$ cat src/hw/rtl/wsh_pkg.sv
// ----------------------------------------------------------------------------
// wsh_pkg - shared types and constants of the multimode waveshaper
// Widths, shaping modes, register indexes, stage payloads and the exp(-u) ROM.
// ----------------------------------------------------------------------------
package wsh_pkg;

    // exp(-u) table size: 2^EXP_TABLE_BITS intervals over u in [0, 16)
    localparam int EXP_TABLE_BITS = 8;
    localparam int TAB_N          = 1 << EXP_TABLE_BITS;
    // fraction bits of |x| (Q.15) below one table step
    localparam int FRAC_SHIFT     = 19 - EXP_TABLE_BITS;

    localparam int SAMPLE_W = 16;
    localparam int GAIN_W   = 16;
    // sample * input gain, signed Q.25
    localparam int PROD_W   = SAMPLE_W + GAIN_W + 1;
    // |x| after rounding to Q.15, at most 2^21
    localparam int A_W      = 22;
    localparam int IDX_W    = A_W - FRAC_SHIFT;
    // ROM entries are Q.30, entry 0 is exactly 1.0
    localparam int ROM_W    = 31;
    localparam int TT_W     = 32;

    typedef logic [ROM_W-1:0] t_exp_rom [0:TAB_N];

    // Shaping modes; the remaining codes give the plain gained sample
    typedef enum logic [2:0] {
        MODE_PASS = 3'd0,
        MODE_HARD = 3'd1,
        MODE_QUAD = 3'd2,
        MODE_EXP  = 3'd3,
        MODE_FULL = 3'd4,
        MODE_HALF = 3'd5
    } t_mode;

    // Register indexes of the config port
    typedef enum logic [1:0] {
        CFG_MODE     = 2'd0,
        CFG_IN_GAIN  = 2'd1,
        CFG_OUT_GAIN = 2'd2
    } t_cfg_idx;

    // Region of the quadratic soft clip curve
    typedef enum logic [1:0] {
        Q_LIN  = 2'd0,
        Q_KNEE = 2'd1,
        Q_SAT  = 2'd2
    } t_qcase;

    // Beat leaving the gain stages
    typedef struct packed {
        logic [SAMPLE_W-1:0]   sample;
        logic                  neg;
        logic [A_W-1:0]        mag;
        t_qcase                qcase;
        logic [15:0]           knee_t;
        logic [ROM_W-1:0]      lo;
        logic [ROM_W-1:0]      diff;
        logic [FRAC_SHIFT-1:0] frac;
        logic                  over;
    } t_gain_beat;

    // Beat leaving the shaping stages: sign and magnitude of the shaped value
    typedef struct packed {
        logic           neg;
        logic [A_W-1:0] mag;
    } t_shape_beat;

    // exp(h) in Q.30 as a truncated 24-term Taylor sum, h = 16 / 2^EXP_TABLE_BITS
    localparam logic [63:0] EXP_ONE = 64'd1 << 30;
    localparam logic [63:0] EXP_H   = 64'd1 << (34 - EXP_TABLE_BITS);
    localparam logic [63:0] EXP_T1  = ((EXP_ONE * EXP_H) >> 30) / 64'd1;
    localparam logic [63:0] EXP_T2  = ((EXP_T1 * EXP_H) >> 30) / 64'd2;
    localparam logic [63:0] EXP_T3  = ((EXP_T2 * EXP_H) >> 30) / 64'd3;
    localparam logic [63:0] EXP_T4  = ((EXP_T3 * EXP_H) >> 30) / 64'd4;
    localparam logic [63:0] EXP_T5  = ((EXP_T4 * EXP_H) >> 30) / 64'd5;
    localparam logic [63:0] EXP_T6  = ((EXP_T5 * EXP_H) >> 30) / 64'd6;
    localparam logic [63:0] EXP_T7  = ((EXP_T6 * EXP_H) >> 30) / 64'd7;
    localparam logic [63:0] EXP_T8  = ((EXP_T7 * EXP_H) >> 30) / 64'd8;
    localparam logic [63:0] EXP_T9  = ((EXP_T8 * EXP_H) >> 30) / 64'd9;
    localparam logic [63:0] EXP_T10 = ((EXP_T9 * EXP_H) >> 30) / 64'd10;
    localparam logic [63:0] EXP_T11 = ((EXP_T10 * EXP_H) >> 30) / 64'd11;
    localparam logic [63:0] EXP_T12 = ((EXP_T11 * EXP_H) >> 30) / 64'd12;
    localparam logic [63:0] EXP_T13 = ((EXP_T12 * EXP_H) >> 30) / 64'd13;
    localparam logic [63:0] EXP_T14 = ((EXP_T13 * EXP_H) >> 30) / 64'd14;
    localparam logic [63:0] EXP_T15 = ((EXP_T14 * EXP_H) >> 30) / 64'd15;
    localparam logic [63:0] EXP_T16 = ((EXP_T15 * EXP_H) >> 30) / 64'd16;
    localparam logic [63:0] EXP_T17 = ((EXP_T16 * EXP_H) >> 30) / 64'd17;
    localparam logic [63:0] EXP_T18 = ((EXP_T17 * EXP_H) >> 30) / 64'd18;
    localparam logic [63:0] EXP_T19 = ((EXP_T18 * EXP_H) >> 30) / 64'd19;
    localparam logic [63:0] EXP_T20 = ((EXP_T19 * EXP_H) >> 30) / 64'd20;
    localparam logic [63:0] EXP_T21 = ((EXP_T20 * EXP_H) >> 30) / 64'd21;
    localparam logic [63:0] EXP_T22 = ((EXP_T21 * EXP_H) >> 30) / 64'd22;
    localparam logic [63:0] EXP_T23 = ((EXP_T22 * EXP_H) >> 30) / 64'd23;
    localparam logic [63:0] EXP_SUM = EXP_ONE + EXP_T1 + EXP_T2 + EXP_T3 + EXP_T4
                                    + EXP_T5 + EXP_T6 + EXP_T7 + EXP_T8 + EXP_T9
                                    + EXP_T10 + EXP_T11 + EXP_T12 + EXP_T13
                                    + EXP_T14 + EXP_T15 + EXP_T16 + EXP_T17
                                    + EXP_T18 + EXP_T19 + EXP_T20 + EXP_T21
                                    + EXP_T22 + EXP_T23;
    // exp(-h) in Q.30, rounded reciprocal
    localparam logic [63:0] EXP_R   = ((64'd1 << 60) + (EXP_SUM >> 1)) / EXP_SUM;

    // Builds exp(-i*h) in Q.30 by repeated multiplication with exp(-h)
    function automatic t_exp_rom build_exp_rom();
        t_exp_rom    rom;
        logic [63:0] e;
        int          i;
        e      = EXP_ONE;
        rom[0] = ROM_W'(e);
        for (i = 1; i <= TAB_N; i++) begin
            e      = (e * EXP_R + (64'd1 << 29)) >> 30;
            rom[i] = ROM_W'(e);
        end
        return rom;
    endfunction

    localparam t_exp_rom EXP_ROM = build_exp_rom();

endpackage

$ cat src/hw/rtl/wsh_out.sv
// ----------------------------------------------------------------------------
// wsh_out - output gain and saturation
// Stage 5 multiplies the shaped magnitude by the Q4.12 output gain. Stage 6
// rounds to Q.15, restores the sign, clamps to 16 bits and flags the clamp.
// ----------------------------------------------------------------------------
module wsh_out (
    input  logic                               i_clk,
    input  logic                               i_rst_n,
    input  logic [wsh_pkg::GAIN_W-1:0]          i_gain,
    input  logic                               i_valid,
    output logic                               o_ready,
    input  wsh_pkg::t_shape_beat                i_beat,
    output logic                               o_valid,
    input  logic                               i_ready,
    output logic signed [wsh_pkg::SAMPLE_W-1:0] o_sample,
    output logic                               o_sat
);

    localparam int P_W = wsh_pkg::A_W + wsh_pkg::GAIN_W;
    localparam int R_W = P_W - 12 + 1;

    logic                                r_v5;
    logic                                r_v6;
    logic                                r_s5_neg;
    logic [P_W-1:0]                      r_s5_p;
    logic signed [wsh_pkg::SAMPLE_W-1:0]  r_sample;
    logic                                r_sat;
    logic signed [wsh_pkg::SAMPLE_W-1:0]  n_sample;
    logic                                n_sat;
    logic [R_W-1:0]                      rmag;
    logic                                rdy5;
    logic                                rdy6;

    assign rdy6     = !r_v6 || i_ready;
    assign rdy5     = !r_v5 || rdy6;
    assign o_ready  = rdy5;
    assign o_valid  = r_v6;
    assign o_sample = r_sample;
    assign o_sat    = r_sat;

    // stage 5: magnitude times output gain, Q.27
    always_ff @(posedge i_clk) begin
        if (!i_rst_n) begin
            r_v5 <= 1'b0;
        end else if (rdy5) begin
            r_v5 <= i_valid;
        end
    end

    always_ff @(posedge i_clk) begin
        if (rdy5) begin
            r_s5_neg <= i_beat.neg;
            r_s5_p   <= P_W'(i_beat.mag) * P_W'(i_gain);
        end
    end

    // stage 6: round half away from zero, then clamp
    always_comb begin
        rmag = R_W'(({1'b0, r_s5_p} + (P_W+1)'(2048)) >> 12);
        n_sat = 1'b0;
        priority if (!r_s5_neg && rmag > R_W'(32767)) begin
            n_sample = 16'sh7FFF;
            n_sat    = 1'b1;
        end else if (r_s5_neg && rmag > R_W'(32768)) begin
            n_sample = -16'sh8000;
            n_sat    = 1'b1;
        end else if (r_s5_neg) begin
            n_sample = wsh_pkg::SAMPLE_W'(-rmag);
        end else begin
            n_sample = wsh_pkg::SAMPLE_W'(rmag);
        end
    end

    always_ff @(posedge i_clk) begin
        if (!i_rst_n) begin
            r_v6 <= 1'b0;
        end else if (rdy6) begin
            r_v6 <= r_v5;
        end
    end

    always_ff @(posedge i_clk) begin
        if (rdy6) begin
            r_sample <= n_sample;
            r_sat    <= n_sat;
        end
    end

endmodule

$ cat config.mk
export PLATFORM = sky130hd
export DESIGN_NAME = wsh_out
export DESIGN_NICKNAME = d
export VERILOG_FILES = /design/src/hw/rtl/wsh_pkg.sv /design/src/hw/rtl/wsh_out.sv
export SDC_FILE = /design/constraint.sdc
export NUM_CORES = 1
export LEC_CHECK = 0
export ABC_CLOCK_PERIOD_IN_PS = 7600
export BUFFER_PORTS_ARGS = -buffer_cell sky130_fd_sc_hd__buf_2
export CORE_ASPECT_RATIO = 0.8
export CORE_MARGIN = 5
export CORE_UTILIZATION = 60
export DETAILED_ROUTE_END_ITERATION = 10
export GPL_TIMING_DRIVEN = 1
export HOLD_SLACK_MARGIN = 0.1
export PLACE_DENSITY_LB_ADDON = 0.3
export SKIP_CTS_REPAIR_TIMING = 1
export SLEW_MARGIN = 20
export SYNTH_ARGS = -nofsm -noshare
export SYNTH_HDL_FRONTEND = slang
export SYNTH_SLANG_ARGS = --single-unit
export TNS_END_PERCENT = 20
$ cat constraint.sdc
create_clock -name i_clk -period 7.6 [get_ports i_clk]
set_input_delay 0.76 -clock i_clk [delete_from_list [all_inputs] [get_ports i_clk]]
set_output_delay 0.76 -clock i_clk [all_outputs]
set_load 0.03 [all_outputs]
==> results.tsv <==
metric	value	unit
number of synthesized flops with an enable pin	45	
Synth area leader	fa_1	
chip width	179	µm
post-layout worst setup margin	633	ps
Slew @ Worst Pin	786	ps
max-slew violations	0	
Layout area overhead	4.30	%
synth top area cells	fa_1 40%, ha_1 10%, edfxtp_1 9.8%, inv_1 8.9%, and2_1 7.1%	
GRT overflow	0	
Cells after Synth	1515	
HP Class	reg -> reg	
clk sink count	47	
DRT Pass-1 Iters	5	
Fmax	144	MHz
Cells on Worst Hold Path	1	
Setup Skew	4.67	ps
Cell Rows	49	
dominant synthesized flop cell	edfxtp_1	
reg2reg setup slack	3460	ps
syn_nets	1945	
Unique masters post-synth	74	
Root Buffer	clkbuf_16	
first-pass GRT wire length	52800	µm
most frequent cell after synthesis	inv_1	
unrepaired setup endpoints after global routing	false	
Place WS	378	ps
die area	26100	µm²
gr usage total	0.247	
share of layout cells above drive strength 1	0.0586	
Starting Density	0.610	
# fillers	1942	
flops & latches, synth	47	
Worst Path Required	7640	ps
Worst Hold End	o_valid	
chip height	146	µm
drt wl/cell	16.8	µm
FF-to-FF Start	r_s5_p[11]	
Vias/cell	5.70	
Yosys warnings	0	
Startpoint Class	input pin	
worst r2r dst	o_sample[4]	
fin crit period	6970	ps
R2R depth	9	
Max Cap Violations	0	
Placer Congestion	0.861	
Async SR Flop Fraction	0	
TNS Setup	0	ps
Arr. time, crit path	7010	ps
initial drt markers	678	
period utilization	0.917	
crit path kind	in -> reg	
crit path max fanout	22	
CTS clk-pin slew, worst paths	60	ps
largest net degree at the start of global routing	29	
Final setup viols	0	
vias post-DR	10400	
nets	1948	
worst-skew pair later-pin latency	290	ps
core footprint	22600	µm²
hold path startpoint	r_v5	
H-tree depth	2	
Post-synth top cells	328 x inv_1, 277 x fa_1, 216 x nand2_1	
Mapped Area	13800	µm²
diode count	0	
Synth top area share	0.403	
Syn Area/Cell	9.09	µm²
clock tree buffer depth	2	
Post-DP HPWL	25100	µm
DRT antenna net count	0	
CTS Buf Count	5	
final hold vios	0	
Seq/Total Area, Yosys	0.101	
WL final	30700	µm
number of antenna violations at the first check in global routing	0	
outcome	finished clean	
PortBufs	61	
CTS tree	built	
CP endpoint kind	flip-flop	
vias in the first global route	11100	
Post-route DRC	0	
Slew HR	0.474	
I/O pin cnt	62	
[cells by family (layout without fill, tap and decap cells)]
kind of cell | count (synthesis) | after routing | synth area share
AOI/OAI and AO/OA | 132 | 132 | 0.0689
xor gates and xnor gates | 45 | 45 | 0.0286
adders and majority gates | 387 | 387 | 0.503
buffers and inverters | 395 | 399 | 0.109
DFF | 47 | 47 | 0.101
muxes | 1 | 1 | 0.000727
and+or+nand+nor | 508 | 508 | 0.189
[layer usage]
layer / up-vias / GRT usage / part of all wire
li1: 4681 / - / -
met5: - / 0 / 0
met4: 0 / 0.0735 / 0.027
met2: 415 / 0.413 / 0.50
met1: 5228 / 0.339 / 0.41
met3: 74 / 0.0301 / 0.064
[how the worst max path moves through the flow]
stage                from    endpoint  cells after the start
6_report        i_gain[8]  r_s5_p[33]                     22
5_1_grt        i_gain[15]  r_s5_p[33]                     19
4_1_cts         i_gain[8]  r_s5_p[33]                     22
3_5_place_dp    i_gain[8]  r_s5_p[33]                     22
3_3_place_gp    i_gain[8]  r_s5_p[33]                     22
2_1_floorplan   i_beat[9]  r_s5_p[33]                     22
[critical path, cell delays in order]
cell	delay, ps
buf_2	390
nand2_1	150
fa_1	530
inv_1	50
fa_1	500
inv_1	50
fa_1	470
inv_1	50
fa_1	560
inv_1	70
fa_1	530
inv_1	50
fa_1	470
ha_1	390
nand4_1	200
nor3_1	250
o211ai_1	150
and2_1	260
a211oi_1	530
a21boi_0	260
o21bai_1	240
xor2_1	90
[layout by cell type, fill, tap and decap left out, types with 3 or more instances in the layout]
| cell | netlist | layout |
|---|---|---|
| nand4_1 | 17 | 17 |
| o221ai_1 | 3 | 3 |
| fa_1 | 277 | 277 |
| o21bai_1 | 8 | 8 |
| clkbuf_16 | 0 | 5 |
| buf_2 | 7 | 61 |
| nand2b_1 | 7 | 7 |
| a41oi_1 | 4 | 4 |
| nor2_1 | 25 | 25 |
| o221ai_2 | 3 | 3 |
| xor2_1 | 18 | 18 |
| edfxtp_1 | 45 | 45 |
| o21a_1 | 5 | 5 |
| inv_1 | 328 | 328 |
| a21oi_1 | 29 | 29 |
| a211oi_1 | 6 | 6 |
| o21ai_1 | 4 | 4 |
| nor4_1 | 13 | 13 |
| o211ai_1 | 3 | 3 |
| and2_1 | 157 | 157 |
| and3_1 | 8 | 8 |
| o21ai_0 | 19 | 19 |
| ha_1 | 110 | 110 |
| o22ai_1 | 4 | 4 |
| a21o_1 | 9 | 9 |
| a211o_1 | 3 | 3 |
| a311oi_1 | 3 | 3 |
| a21boi_0 | 3 | 3 |
| nand3_1 | 19 | 19 |
| nor2b_1 | 4 | 4 |
| nand2_1 | 216 | 216 |
| or2_2 | 4 | 4 |
| xnor2_1 | 27 | 27 |
| o31ai_1 | 4 | 4 |
| nor3_1 | 18 | 18 |
[registers in the layout, summed over array words and instances, names as in the netlist]
| name | cells |
|---|---|
| o_valid | 1 |
| r_s5_neg | 1 |
| o_sat | 1 |
| r_v5 | 1 |
| r_s5_p | 27 |
| o_sample | 16 |
[area by class of cell]
type	instances	area, µm²	area share
Multi-Input combinational cell	1073	10900	0.757
Inverter	329	1230	0.0860
Timing Repair Buffer	62	313	0.0218
Tap cell	306	383	0.0267
Sequential cell	47	1390	0.0969
Clock buffer	5	125	0.00871
Clock inverter	3	38.8	0.00270
[per-stage QoR]
| step | instance area, µm² | instances | hold WS, ps | util |
|---|---|---|---|---|
| floorplan | 13800 | 1515 | 463 | - |
| global placement | 14200 | 1817 | 476 | 0.629 |
| detailed placement | 14200 | 1817 | 496 | 0.629 |
| CTS | 14400 | 1825 | 511 | 0.637 |
| global route | 14400 | 1825 | 531 | 0.637 |
| finish | 14400 | 1825 | 511 | 0.637 |
Power is not shown: default switching activity piles up to over one toggle a cycle in this logic, so the estimate is an artifact.
