## config.mk

```make
export PLATFORM = sky130hd
export DESIGN_NAME = wsh_shape
export DESIGN_NICKNAME = d
export VERILOG_FILES = /design/src/hw/rtl/wsh_pkg.sv /design/src/hw/rtl/wsh_shape.sv
export SDC_FILE = /design/constraint.sdc
export NUM_CORES = 2
export LEC_CHECK = 0
export ABC_AREA = 1
export BUFFER_PORTS_ARGS = -buffer_cell sky130_fd_sc_hd__buf_2
export CORE_UTILIZATION = 39
export CTS_BUF_LIST = sky130_fd_sc_hd__clkbuf_2
export CTS_CLUSTER_SIZE = 12
export DETAILED_ROUTE_END_ITERATION = 7
export PLACE_DENSITY = 0.58
export SYNTH_ARGS = -nofsm -noshare
export SYNTH_HDL_FRONTEND = slang
export SYNTH_SLANG_ARGS = --single-unit
```

## constraint.sdc

```tcl
create_clock -name i_clk -period 16.6 [get_ports i_clk]
set_clock_uncertainty 0.15 [all_clocks]
set_input_delay 3.32 -clock i_clk [delete_from_list [all_inputs] [get_ports i_clk]]
set_output_delay 3.32 -clock i_clk [all_outputs]
set_load 0.01 [all_outputs]
```

## src/hw/rtl/wsh_pkg.sv

```systemverilog
// ----------------------------------------------------------------------------
// wsh_pkg - shared types and constants of the multimode waveshaper
// Widths, shaping modes, register indexes, stage payloads and the exp(-u) ROM.
// ----------------------------------------------------------------------------
package wsh_pkg;

    // exp(-u) table size: 2^EXP_TABLE_BITS intervals over u in [0, 16)
    localparam int EXP_TABLE_BITS = 8;
    localparam int TAB_N          = 1 << EXP_TABLE_BITS;
    // fraction bits of |x| (Q.15) below one table step
    localparam int FRAC_SHIFT     = 19 - EXP_TABLE_BITS;

    localparam int SAMPLE_W = 16;
    localparam int GAIN_W   = 16;
    // sample * input gain, signed Q.25
    localparam int PROD_W   = SAMPLE_W + GAIN_W + 1;
    // |x| after rounding to Q.15, at most 2^21
    localparam int A_W      = 22;
    localparam int IDX_W    = A_W - FRAC_SHIFT;
    // ROM entries are Q.30, entry 0 is exactly 1.0
    localparam int ROM_W    = 31;
    localparam int TT_W     = 32;

    typedef logic [ROM_W-1:0] t_exp_rom [0:TAB_N];

    // Shaping modes; the remaining codes give the plain gained sample
    typedef enum logic [2:0] {
        MODE_PASS = 3'd0,
        MODE_HARD = 3'd1,
        MODE_QUAD = 3'd2,
        MODE_EXP  = 3'd3,
        MODE_FULL = 3'd4,
        MODE_HALF = 3'd5
    } t_mode;

    // Register indexes of the config port
    typedef enum logic [1:0] {
        CFG_MODE     = 2'd0,
        CFG_IN_GAIN  = 2'd1,
        CFG_OUT_GAIN = 2'd2
    } t_cfg_idx;

    // Region of the quadratic soft clip curve
    typedef enum logic [1:0] {
        Q_LIN  = 2'd0,
        Q_KNEE = 2'd1,
        Q_SAT  = 2'd2
    } t_qcase;

    // Beat leaving the gain stages
    typedef struct packed {
        logic [SAMPLE_W-1:0]   sample;
        logic                  neg;
        logic [A_W-1:0]        mag;
        t_qcase                qcase;
        logic [15:0]           knee_t;
        logic [ROM_W-1:0]      lo;
        logic [ROM_W-1:0]      diff;
        logic [FRAC_SHIFT-1:0] frac;
        logic                  over;
    } t_gain_beat;

    // Beat leaving the shaping stages: sign and magnitude of the shaped value
    typedef struct packed {
        logic           neg;
        logic [A_W-1:0] mag;
    } t_shape_beat;

    // exp(h) in Q.30 as a truncated 24-term Taylor sum, h = 16 / 2^EXP_TABLE_BITS
    localparam logic [63:0] EXP_ONE = 64'd1 << 30;
    localparam logic [63:0] EXP_H   = 64'd1 << (34 - EXP_TABLE_BITS);
    localparam logic [63:0] EXP_T1  = ((EXP_ONE * EXP_H) >> 30) / 64'd1;
    localparam logic [63:0] EXP_T2  = ((EXP_T1 * EXP_H) >> 30) / 64'd2;
    localparam logic [63:0] EXP_T3  = ((EXP_T2 * EXP_H) >> 30) / 64'd3;
    localparam logic [63:0] EXP_T4  = ((EXP_T3 * EXP_H) >> 30) / 64'd4;
    localparam logic [63:0] EXP_T5  = ((EXP_T4 * EXP_H) >> 30) / 64'd5;
    localparam logic [63:0] EXP_T6  = ((EXP_T5 * EXP_H) >> 30) / 64'd6;
    localparam logic [63:0] EXP_T7  = ((EXP_T6 * EXP_H) >> 30) / 64'd7;
    localparam logic [63:0] EXP_T8  = ((EXP_T7 * EXP_H) >> 30) / 64'd8;
    localparam logic [63:0] EXP_T9  = ((EXP_T8 * EXP_H) >> 30) / 64'd9;
    localparam logic [63:0] EXP_T10 = ((EXP_T9 * EXP_H) >> 30) / 64'd10;
    localparam logic [63:0] EXP_T11 = ((EXP_T10 * EXP_H) >> 30) / 64'd11;
    localparam logic [63:0] EXP_T12 = ((EXP_T11 * EXP_H) >> 30) / 64'd12;
    localparam logic [63:0] EXP_T13 = ((EXP_T12 * EXP_H) >> 30) / 64'd13;
    localparam logic [63:0] EXP_T14 = ((EXP_T13 * EXP_H) >> 30) / 64'd14;
    localparam logic [63:0] EXP_T15 = ((EXP_T14 * EXP_H) >> 30) / 64'd15;
    localparam logic [63:0] EXP_T16 = ((EXP_T15 * EXP_H) >> 30) / 64'd16;
    localparam logic [63:0] EXP_T17 = ((EXP_T16 * EXP_H) >> 30) / 64'd17;
    localparam logic [63:0] EXP_T18 = ((EXP_T17 * EXP_H) >> 30) / 64'd18;
    localparam logic [63:0] EXP_T19 = ((EXP_T18 * EXP_H) >> 30) / 64'd19;
    localparam logic [63:0] EXP_T20 = ((EXP_T19 * EXP_H) >> 30) / 64'd20;
    localparam logic [63:0] EXP_T21 = ((EXP_T20 * EXP_H) >> 30) / 64'd21;
    localparam logic [63:0] EXP_T22 = ((EXP_T21 * EXP_H) >> 30) / 64'd22;
    localparam logic [63:0] EXP_T23 = ((EXP_T22 * EXP_H) >> 30) / 64'd23;
    localparam logic [63:0] EXP_SUM = EXP_ONE + EXP_T1 + EXP_T2 + EXP_T3 + EXP_T4
                                    + EXP_T5 + EXP_T6 + EXP_T7 + EXP_T8 + EXP_T9
                                    + EXP_T10 + EXP_T11 + EXP_T12 + EXP_T13
                                    + EXP_T14 + EXP_T15 + EXP_T16 + EXP_T17
                                    + EXP_T18 + EXP_T19 + EXP_T20 + EXP_T21
                                    + EXP_T22 + EXP_T23;
    // exp(-h) in Q.30, rounded reciprocal
    localparam logic [63:0] EXP_R   = ((64'd1 << 60) + (EXP_SUM >> 1)) / EXP_SUM;

    // Builds exp(-i*h) in Q.30 by repeated multiplication with exp(-h)
    function automatic t_exp_rom build_exp_rom();
        t_exp_rom    rom;
        logic [63:0] e;
        int          i;
        e      = EXP_ONE;
        rom[0] = ROM_W'(e);
        for (i = 1; i <= TAB_N; i++) begin
            e      = (e * EXP_R + (64'd1 << 29)) >> 30;
            rom[i] = ROM_W'(e);
        end
        return rom;
    endfunction

    localparam t_exp_rom EXP_ROM = build_exp_rom();

endpackage

```

## src/hw/rtl/wsh_shape.sv

```systemverilog
// ----------------------------------------------------------------------------
// wsh_shape - curve evaluation
// Stage 3 squares the knee term and scales the table step by the fraction.
// Stage 4 finishes both soft clip curves and selects by the shaping mode.
// ----------------------------------------------------------------------------
module wsh_shape (
    input  logic                i_clk,
    input  logic                i_rst_n,
    input  logic [2:0]          i_mode,
    input  logic                i_valid,
    output logic                o_ready,
    input  wsh_pkg::t_gain_beat  i_beat,
    output logic                o_valid,
    input  logic                i_ready,
    output wsh_pkg::t_shape_beat o_beat
);

    localparam int FS    = wsh_pkg::FRAC_SHIFT;
    localparam int AW    = wsh_pkg::A_W;
    localparam int RW    = wsh_pkg::ROM_W;
    localparam int TTW   = wsh_pkg::TT_W;
    localparam int M_W   = 17;
    // ceil(2^17 / 3): exact floor(m / 3) for m below 2^17
    localparam int RECIP_3 = 43691;

    typedef struct packed {
        logic [wsh_pkg::SAMPLE_W-1:0] sample;
        logic                        neg;
        logic [AW-1:0]               mag;
        wsh_pkg::t_qcase              qcase;
        logic [TTW-1:0]              tt;
        logic [RW-1:0]               lo;
        logic [RW-1:0]               step;
        logic                        over;
    } t_s3;

    t_s3                  r_s3;
    t_s3                  n_s3;
    wsh_pkg::t_shape_beat  r_s4;
    wsh_pkg::t_shape_beat  n_s4;
    logic                 r_v3;
    logic                 r_v4;
    logic                 rdy3;
    logic                 rdy4;

    logic [RW+FS-1:0]     dprod;
    logic [TTW-1:0]       num;
    logic [TTW:0]         num_r;
    logic [M_W-1:0]       m;
    logic [M_W+15:0]      mq;
    logic [AW-1:0]        qmag;
    logic [RW-1:0]        e;
    logic [TTW-1:0]       ev;
    logic [AW-1:0]        emag;
    logic signed [wsh_pkg::SAMPLE_W-1:0] s_in;

    assign rdy4    = !r_v4 || i_ready;
    assign rdy3    = !r_v3 || rdy4;
    assign o_ready = rdy3;
    assign o_valid = r_v4;
    assign o_beat  = r_s4;

    // stage 3: the two curve multiplies
    always_comb begin
        dprod       = (RW+FS)'(i_beat.diff) * (RW+FS)'(i_beat.frac);
        n_s3.sample = i_beat.sample;
        n_s3.neg    = i_beat.neg;
        n_s3.mag    = i_beat.mag;
        n_s3.qcase  = i_beat.qcase;
        n_s3.tt     = TTW'(i_beat.knee_t) * TTW'(i_beat.knee_t);
        n_s3.lo     = i_beat.lo;
        n_s3.step   = RW'(dprod >> FS);
        n_s3.over   = i_beat.over;
    end

    always_ff @(posedge i_clk) begin
        if (!i_rst_n) begin
            r_v3 <= 1'b0;
        end else if (rdy3) begin
            r_v3 <= i_valid;
        end
    end

    always_ff @(posedge i_clk) begin
        if (rdy3) begin
            r_s3 <= n_s3;
        end
    end

    // stage 4: finish curves, select by mode
    always_comb begin
        // quadratic knee: (3*2^30 - t^2) / 98304, half up, as (n >> 15) / 3
        num   = TTW'(64'd3 << 30) - r_s3.tt;
        num_r = {1'b0, num} + (TTW+1)'(49152);
        m     = M_W'(num_r >> 15);
        mq    = (M_W+16)'(m) * (M_W+16)'(RECIP_3);
        unique case (r_s3.qcase)
            wsh_pkg::Q_SAT:  qmag = AW'(32768);
            wsh_pkg::Q_KNEE: qmag = AW'(mq >> 17);
            default:         qmag = {r_s3.mag[AW-2:0], 1'b0};
        endcase

        // exponential: 1 - exp(-|x|), exp taken as 0 beyond the table
        e    = r_s3.over ? '0 : (r_s3.lo - r_s3.step);
        ev   = TTW'(64'd1 << 30) - TTW'(e) + TTW'(16384);
        emag = AW'(ev >> 15);

        s_in     = r_s3.sample;
        n_s4.neg = r_s3.neg;
        unique case (i_mode)
            wsh_pkg::MODE_PASS: begin
                n_s4.neg = s_in[wsh_pkg::SAMPLE_W-1];
                n_s4.mag = AW'(s_in[wsh_pkg::SAMPLE_W-1] ? -32'(s_in) : 32'(s_in));
            end
            wsh_pkg::MODE_HARD: begin
                n_s4.mag = (r_s3.mag > AW'(32768)) ? AW'(32768) : r_s3.mag;
            end
            wsh_pkg::MODE_QUAD: begin
                n_s4.mag = qmag;
            end
            wsh_pkg::MODE_EXP: begin
                n_s4.mag = emag;
            end
            wsh_pkg::MODE_FULL: begin
                n_s4.neg = 1'b0;
                n_s4.mag = r_s3.mag;
            end
            wsh_pkg::MODE_HALF: begin
                n_s4.neg = 1'b0;
                n_s4.mag = r_s3.neg ? '0 : r_s3.mag;
            end
            default: begin
                n_s4.mag = r_s3.mag;
            end
        endcase
    end

    always_ff @(posedge i_clk) begin
        if (!i_rst_n) begin
            r_v4 <= 1'b0;
        end else if (rdy4) begin
            r_v4 <= r_v3;
        end
    end

    always_ff @(posedge i_clk) begin
        if (rdy4) begin
            r_s4 <= n_s4;
        end
    end

endmodule

```

==> flow_summary.toml <==
[worst_setup_path]
worstSetupEndpointType = "flip-flop"
cp_max_fo = 17
crit_arrival_ps = 8720
path_class = "input port to flip-flop"
cp.required_ps = 17070
startpoint_type = "input port"

[route]
num_vias = 26119
vias_per_cell = 4.80
dr.pass1.iters = 6
wl_per_cell_um = 15.4
antenna_left = 0
remaining_drc_errors = 0
drtIter0Drc = 1647
drt_wl_total_um = 83800

[yosys]
ys_ff_latch = 160
synth-edff-count = 158
ys_seq_area_frac = 0.145
netlist_instances = 4212
synth.avg_cell_area_um2 = 7.82
synthFlopType = "edfxtp_1"
async_flop_share = 0
ys_warn_count = 0
synth.net_count = 5200
syn-cell-area_mm2 = 0.0330
ys_types = 52

[placement]
place.port_buffers = 162
dp_cells = 5411
place_ws_ps = 7430
hpwl_um = 71400
place.gp.congestion = 0.918

[clocking]
root_buffer = "clkbuf_2"
max-clock-path-buffers = 2
numCtsBuffers = 17
cts_resized = 0
cts.clk_slew.worst_paths_ps = 200
cts-htree-levels = 4
cts.hold.buffers_added = 0
postCtsSetupBuffers = 0
clock_sinks = 160
cts_tree = "built"
clock_latency_ps = 880

[floorplan]
io_pins = 163
core_area_mm2 = 0.0837
start_util = 0.394
die-area_mm2 = 0.0857
die_h_um = 293
rows = 106
die_w_um = 293

[timing]
slew_headroom = 0.143
rsz0062_at_grt = "no"
setup-violations-final = 0
report.final.slew_viol_count = 0
fin_crit_ps = 8260
holdWs_ps = 351
hold_viol = 0
tightest_slew_ps = 1270
fin_crit_sh = 0.497
tns_ps = 0
fmax_mhz = 121
fin_ws_ps = 8340

[layout]
nNetsFinal = 5284
register_area_mm2 = 0.00478
fillers = 8636
multiInputGateArea_mm2 = 0.0235
area_delta_synth_final_pct = 6.42
drive_gt1_frac = 0.0544
instances_no_fill = 5447

[grt]
grt_pass1_wl_um = 139000
grt_pass1_vias = 26693
grt_max_degree = 55
antenna_found_initial = 6
grt_overflow = 0
grtUsageTotal = 0.202

[worst_hold_path]
hp-class = "flip-flop to flip-flop"

[flow_run]
max_cap_violations = 0

[outcome]
status = "complete, no violations"
## synthesized netlist by cell type (11+ instances only)
library cell  instances  area share
inv_1              1130        0.13
nand2_1            1028        0.12
fa_1                511        0.31
ha_1                339        0.13
nor2_1              231       0.026
a21oi_1             163       0.025
edfxtp_1            158        0.14
nand3_1             144       0.022
clkbuf_1             97       0.011
o21ai_0              76       0.012
xor2_1               62       0.016
nand4_1              50      0.0095
nor3_1               28      0.0043
xnor2_1              26      0.0069
a31oi_1              17      0.0032
nand3b_1             16      0.0036
o211ai_1             12      0.0027
o21a_1               12      0.0027
o22ai_1              11      0.0021
## cells in the final DEF (no fill, tap or decap), drive strengths merged, types with 26 or more instances in the layout
| master | count |
|---|---|
| nor2 | 244 |
| ha | 339 |
| nand4 | 50 |
| nor3 | 28 |
| nand2 | 1035 |
| edfxtp | 158 |
| a21oi | 163 |
| buf | 166 |
| nand3 | 147 |
| o21ai | 78 |
| fa | 511 |
| xor2 | 62 |
| inv | 1136 |
| xnor2 | 26 |
## state kept, by name (all words and copies together), names as in the netlist
signal   cells
o_valid      1
r_s3       119
r_v3         1
s_in        16
o_beat      23
## cell families after synthesis
family,synth area share
xor+xnor,0.0234
simple gates,0.193
buf+inv,0.141
flops,0.145
compound gates,0.0577
fa+ha+maj,0.439
## stage by stage
stage | area [um2] | utilization
floorplan | 33000 | -
global placement | 34800 | 0.416
detailed placement | 34800 | 0.416
CTS | 35000 | 0.419
global route | 35100 | 0.419
finish | 35100 | 0.419
## layout make-up
type                       instances  share of cell area
antenna                            8            0.000571
clock buffer                      18             0.00257
clock inverter                    10             0.00335
inverter                        1137               0.122
multi-input combinational       2814               0.671
sequential                       160               0.136
tap                             1134              0.0405
timing repair buffer             166              0.0240
## metal layers
layer  wire length (um)  part of all wire  vias to the layer above  GRT usage
met2              37600              0.45                      592      0.321
met4                921             0.011                        4     0.0372
li1                   -                 -                    12881          -
met1              41700              0.50                    12584      0.301
met5                 28           0.00033                        -          0
met3               3580             0.043                       58     0.0178
## critical path: stages
cell and delay [ps]:
buf_2 220, nand2_1 150, inv_1 70, fa_1 520, inv_1 50, fa_1 520
inv_1 50, fa_1 490, inv_1 50, fa_1 520, inv_1 50, fa_1 470
inv_1 40, fa_1 470, inv_1 40, ha_1 340, a21oi_1 150, inv_1 80
nor2_1 100, o221ai_1 100, a21oi_1 200, o21ai_0 180, a21oi_1 230, o21ai_0 130
xor2_1 150
## path summary, 6_finish.rpt
check / startpoint / end / slack (ps) / depth (start not counted)
setup / recovery: i_beat[82] / r_s3[87] / 8340 / 25
hold / removal: r_v3 / o_valid / 350 / 2
setup reg to reg: r_s3[71] / o_beat[3] / 8600 / 37
hold reg to reg: r_v3 / o_valid / 350 / 2
Power is not shown: default switching activity piles up to over one toggle a cycle in this logic, so the estimate is an artifact.
